<file path="config.mk">
export PLATFORM = sky130hd
export DESIGN_NAME = awu_fifo
export DESIGN_NICKNAME = d
export VERILOG_FILES = /design/src/sv/awu_pkg.sv /design/src/sv/awu_fifo.sv
export VERILOG_INCLUDE_DIRS = /design/src /design/src/sv
export SDC_FILE = /design/constraint.sdc
export NUM_CORES = 1
export LEC_CHECK = 0
export BUFFER_PORTS_ARGS = -buffer_cell sky130_fd_sc_hd__buf_2
export CORE_ASPECT_RATIO = 2
export CORE_MARGIN = 3
export CORE_UTILIZATION = 57
export DETAILED_ROUTE_END_ITERATION = 12
export PLACE_DENSITY = 0.91
export SKIP_CTS_REPAIR_TIMING = 1
export SLEW_MARGIN = 20
export SYNTH_ARGS = -nofsm -noshare
export SYNTH_HDL_FRONTEND = slang
export SYNTH_SLANG_ARGS = --single-unit
</file>
<file path="constraint.sdc">
create_clock -name clk -period 4 [get_ports clk]
set_input_delay 0.4 -clock clk [delete_from_list [all_inputs] [get_ports clk]]
set_output_delay 0.4 -clock clk [all_outputs]
set_load 0.03 [all_outputs]
</file>
<file path="src/sv/adam_weight_update_defines.svh">
// Assertion macros shared by the adam_weight_update RTL.
// No dependencies; included by files that carry assertions.
`ifndef ADAM_WEIGHT_UPDATE_DEFINES_SVH
`define ADAM_WEIGHT_UPDATE_DEFINES_SVH

// clocked check, masked while in reset
`define AWU_ASSERT(label, prop, msg) \
  label: assert property (@(posedge clk) disable iff (!rst_n) prop) else $error(msg);

// clocked check, live during reset as well
`define AWU_ASSERT_ALWAYS(label, prop, msg) \
  label: assert property (@(posedge clk) prop) else $error(msg);

`endif

</file>
<file path="src/sv/awu_pkg.sv">
// Types, constants and helpers for the Adam weight update block.
// No dependencies.
package awu_pkg;

  localparam int MID_DEPTH = 4;
  localparam int MID_AW = $clog2(MID_DEPTH);
  localparam int SQRT_STEPS = 28;
  localparam int DIV_BITS = 35;
  localparam int BK_STAGES = 1 + SQRT_STEPS + 1 + DIV_BITS;
  localparam int DIV_FIRST = SQRT_STEPS + 2;

  localparam logic [23:0] RST_BETA_FIRST = 24'd15099494;
  localparam logic [23:0] RST_BETA_SECOND = 24'd16760439;
  localparam logic [23:0] RST_EPSILON = 24'd1;
  localparam logic [31:0] RST_GRAD_SCALE = 32'd16777216;
  localparam logic [31:0] RST_CORR_RATE = 32'd16777;
  localparam logic [24:0] ONE_Q24 = 25'h100_0000;
  localparam logic [34:0] STEP_CAP = 35'h4_0000_0000;

  typedef enum logic [2:0] {
    REG_BETA_FIRST  = 3'd0,
    REG_BETA_SECOND = 3'd1,
    REG_EPSILON     = 3'd2,
    REG_GRAD_SCALE  = 3'd3,
    REG_CORR_RATE   = 3'd4
  } awu_reg_t;

  typedef struct packed {
    logic signed [31:0] old_weight;
    logic signed [31:0] gradient;
    logic signed [31:0] first_moment;
    logic [31:0]        second_moment;
  } awu_in_t;

  typedef struct packed {
    logic signed [31:0] new_weight;
    logic signed [31:0] new_first_moment;
    logic [31:0]        new_second_moment;
    logic               saturated;
  } awu_out_t;

  typedef struct packed {
    logic [23:0] beta_first;
    logic [23:0] beta_second;
    logic [23:0] epsilon;
    logic [31:0] grad_scale;
    logic [31:0] corrected_rate;
  } awu_cfg_t;

  typedef struct packed {
    logic signed [31:0] old_weight;
    logic signed [31:0] mn;
    logic [31:0]        vn;
    logic               flag;
  } awu_mid_t;

  typedef struct packed {
    logic signed [31:0] val;
    logic               sat;
  } awu_sat_t;

  function automatic awu_sat_t sat_s32(input logic signed [63:0] v);
    awu_sat_t r;
    if (v > 64'sd2147483647) begin
      r.val = 32'sh7fff_ffff;
      r.sat = 1'b1;
    end else if (v < -64'sd2147483648) begin
      r.val = 32'sh8000_0000;
      r.sat = 1'b1;
    end else begin
      r.val = v[31:0];
      r.sat = 1'b0;
    end
    return r;
  endfunction

endpackage

</file>
<file path="src/sv/awu_fifo.sv">
// Short queue that decouples the front end from the back end.
// Depends on awu_pkg and adam_weight_update_defines.svh.
`include "adam_weight_update_defines.svh"
module awu_fifo (
  input  logic               clk,
  input  logic               rst_n,
  input  logic               push,
  input  awu_pkg::awu_mid_t  wdata,
  output logic               full,
  input  logic               pop,
  output awu_pkg::awu_mid_t  rdata,
  output logic               empty
);
  import awu_pkg::*;

  awu_mid_t          mem_r [MID_DEPTH];
  logic [MID_AW-1:0] wp_r, rp_r;
  logic [MID_AW:0]   cnt_r;

  assign full  = cnt_r == (MID_AW+1)'(MID_DEPTH);
  assign empty = cnt_r == '0;
  assign rdata = mem_r[rp_r];

  always_ff @(posedge clk) begin
    if (!rst_n) begin
      wp_r  <= '0;
      rp_r  <= '0;
      cnt_r <= '0;
    end else begin
      if (push) wp_r <= wp_r + 1'b1;
      if (pop) rp_r <= rp_r + 1'b1;
      if (push && !pop) cnt_r <= cnt_r + 1'b1;
      else if (pop && !push) cnt_r <= cnt_r - 1'b1;
    end
  end

  always_ff @(posedge clk) begin
    if (push) mem_r[wp_r] <= wdata;
  end

  `AWU_ASSERT(a_no_overflow, push |-> !full || pop, "request pushed into full queue")
  `AWU_ASSERT(a_no_underflow, pop |-> !empty, "request popped from empty queue")
  `AWU_ASSERT(a_cnt_grow, push && !pop |=> cnt_r == $past(cnt_r) + 1'b1, "queue count slip")
  `AWU_ASSERT(a_cnt_range, cnt_r <= (MID_AW+1)'(MID_DEPTH), "queue count out of range")

endmodule

</file>
==> reports/metrics.csv <==
stage,metric,value,unit
timing,Max Freq,350,MHz
detailed_routing,Routed Antenna Nets,0,
die,# IOs,200,
cts,worst-skew pair later-pin latency,0.52,ns
setup_path,worst path required time,3.60,ns
final_layout,Post-Layout Inst Area,17000,µm²
flow_run,max_cap viols,0,
final_layout,layout cells sized above 1,45.4,%
timing,setup TNS,0,ns
logic_synthesis,"Cell Area, Synth",14400,µm²
logic_synthesis,Synth area leader,edfxtp_1,
power_and_ir_drop,Leak,5.70,nW
power_and_ir_drop,Power Density,545,nW/µm²
timing,final setup fails,0,
final_layout,"most common cell after layout, fill and taps aside",edfxtp_1,
placed_design,GPL Wtd Cong,0.757,
detailed_routing,per-cell routed wire length,23.9,µm
detailed_routing,Total Wirelength,27200,µm
timing,clk_skew,0.0107,ns
status,outcome,finished clean,
die,Die Span Y,231,µm
detailed_routing,Pre-antenna DRT Iters,4,
placed_design,port bufs,199,
placed_design,Placed Area,15800,µm²
die,Starting Density,58.4,%
global_routing,Congestion Overflow GR,0,
logic_synthesis,Synth Area per Inst,26.2,µm²
cts,Max Root-Sink Buffers,3,
cts,# H-tree levels,2,
timing,Tcrit/Tclk final,71.4,%
final_layout,Area Growth Syn to Fin,17.8,%
final_layout,nets,878,
logic_synthesis,Yosys Warn Count,0,
setup_path,crit path DAT,2.46,ns
timing,Relative slew margins,52.8,%
timing,Final min period,2.86,ns
detailed_routing,vias per cell,5.69,
timing,final worst slack,1.14,ns
setup_path,Startpoint Class,flop,
timing,RSZ-0062 raised after global routing,false,
cts,TritonCTS buffer count,35,
detailed_routing,Detailed Route Iter0 Violations,551,
power_and_ir_drop,worst IR drop on VDD,574,µV
power_and_ir_drop,Power Total,9.26,mW
detailed_routing,DR DRC count,0,
logic_synthesis,Post-Syn Instances,550,
logic_synthesis,Netlist cell types,21,
cts,"Clk pin slew, worst setup/hold paths",0.07,ns
die,die footprint,27400,µm²
timing,worst-margin pin slew,0.707,ns
die,core area,24700,µm²
setup_path,crit path max fanout,59,
placed_design,DP Worst Slack,1.65,ns
timing,final count of hold timing violations,0,
setup_path,Setup CP Type,reg2out,
detailed_routing,Vias,6458,
min_path,Hold Crit Class,in2reg,
logic_synthesis,#FFs+latches synth,397,
global_routing,largest net degree at the start of global routing,84,
cts,CTS tree,yes,
timing,Max Transition Viols Final,0,
final_layout,most frequent cells in the layout,"edfxtp_1 (388), buf_2 (199), mux4_2 (97)",
die,DIE WIDTH,119,µm
global_routing,first-pass GRT wire length,41800,µm
logic_synthesis,net count after synthesis,657,
global_routing,vias in the first global route,7029,
placed_design,hpwl dp,16300,µm
global_routing,initial antenna violation count,10,
logic_synthesis,sequential fraction of the synthesis area,82.0,%
cts,clock net sink count,397,
die,FP Rows,81,
logic_synthesis,top area cells in the synthesized netlist,"edfxtp_1 (81%), mux4_2 (15%), dfxtp_1 (1.2%)",
cts,Root Driver,clkbuf_16,
setup_path,CP Capture Type,primary output,
global_routing,Total GRT Usage,20.4,%
logic_synthesis,post-synth top area share,80.7,%
[cell type report]
class,instances,area (µm²)
multi-input cells,127,2440
repair buffers,206,1120
flip-flops and latches,397,11800
clock buffers,39,891
well taps,332,415
inverters,4,15.0
fillers,1529,7740
clock inverters,23,246
diodes,7,17.5
[worst max-delay path, stage by stage, from the launching register on]
cell and delay (ns):
dfxtp_4 0.61, buf_12 0.43, mux4_2 0.58, buf_2 0.20
[where the power goes]
part | internal [mW] | leakage (nW) | switching (mW) | total (mW)
clock | 1.89 | 0.551 | 1.42 | 3.31
combinational | 0.397 | 1.51 | 0.693 | 1.09
sequential | 4.78 | 3.64 | 0.0764 | 4.85
[cells by family (layout without fill, tap and decap cells)]
logic type,after synthesis,count (layout),synth area share (%)
and+or+nand+nor,15,15,0.633
muxes,99,99,15.3
xor gates and xnor gates,5,5,0.304
DFF,397,397,82.0
other,0,7,0
adders and majority gates,6,6,0.572
AOI/OAI and AO/OA,2,2,0.0867
buffers and inverters,26,272,1.14
[final timing paths]
check | from | endpoint | slack (ns) | cells past startpoint
max | flop | rdata[35] | 1.14 | 3
min | wdata[46] | mem_r[2][46] | 0.09 | 1
max reg2reg | wp_r[0] | mem_r[2][93] | 2.03 | 4
min reg2reg | cnt_r[2] | cnt_r[2] | 0.53 | 2
[cells in the mapped netlist (all sizes together)]
master and n:
edfxtp 388, mux4 97, buf 16, and2 9, dfxtp 9, clkbuf 6
ha 5, inv 4, xor2 3, mux2i 2, nor2b 2, xnor2 2
a21boi 1, fa 1, nand2 1, nor3 1, nor3b 1, o21ai 1
or3 1
[metrics by stage]
step | util (%) | hold WS [ns] | std cells
floorplan | - | 0.472 | 550
global placement | 64.0 | 0.490 | 1066
detailed placement | 64.0 | 0.530 | 1066
CTS | 68.6 | 0.0577 | 1128
global route | 68.7 | 0.0669 | 1135
finish | 68.7 | 0.0870 | 1135
[registers in the layout (all words and copies together), names as in the netlist, named ones only]
name and cells:
wp_r 2, cnt_r 3, mem_r 388, rp_r 2
[per-layer routing]
layer	global-route usage [%]	wire length, µm	vias up
met5	0	36	-
met4	9.14	1170	6
met3	4.20	1490	77
met2	36.6	15200	239
met1	23.8	9270	3332
li1	-	-	2804
Note: power is estimated with default switching activity, not from simulation.
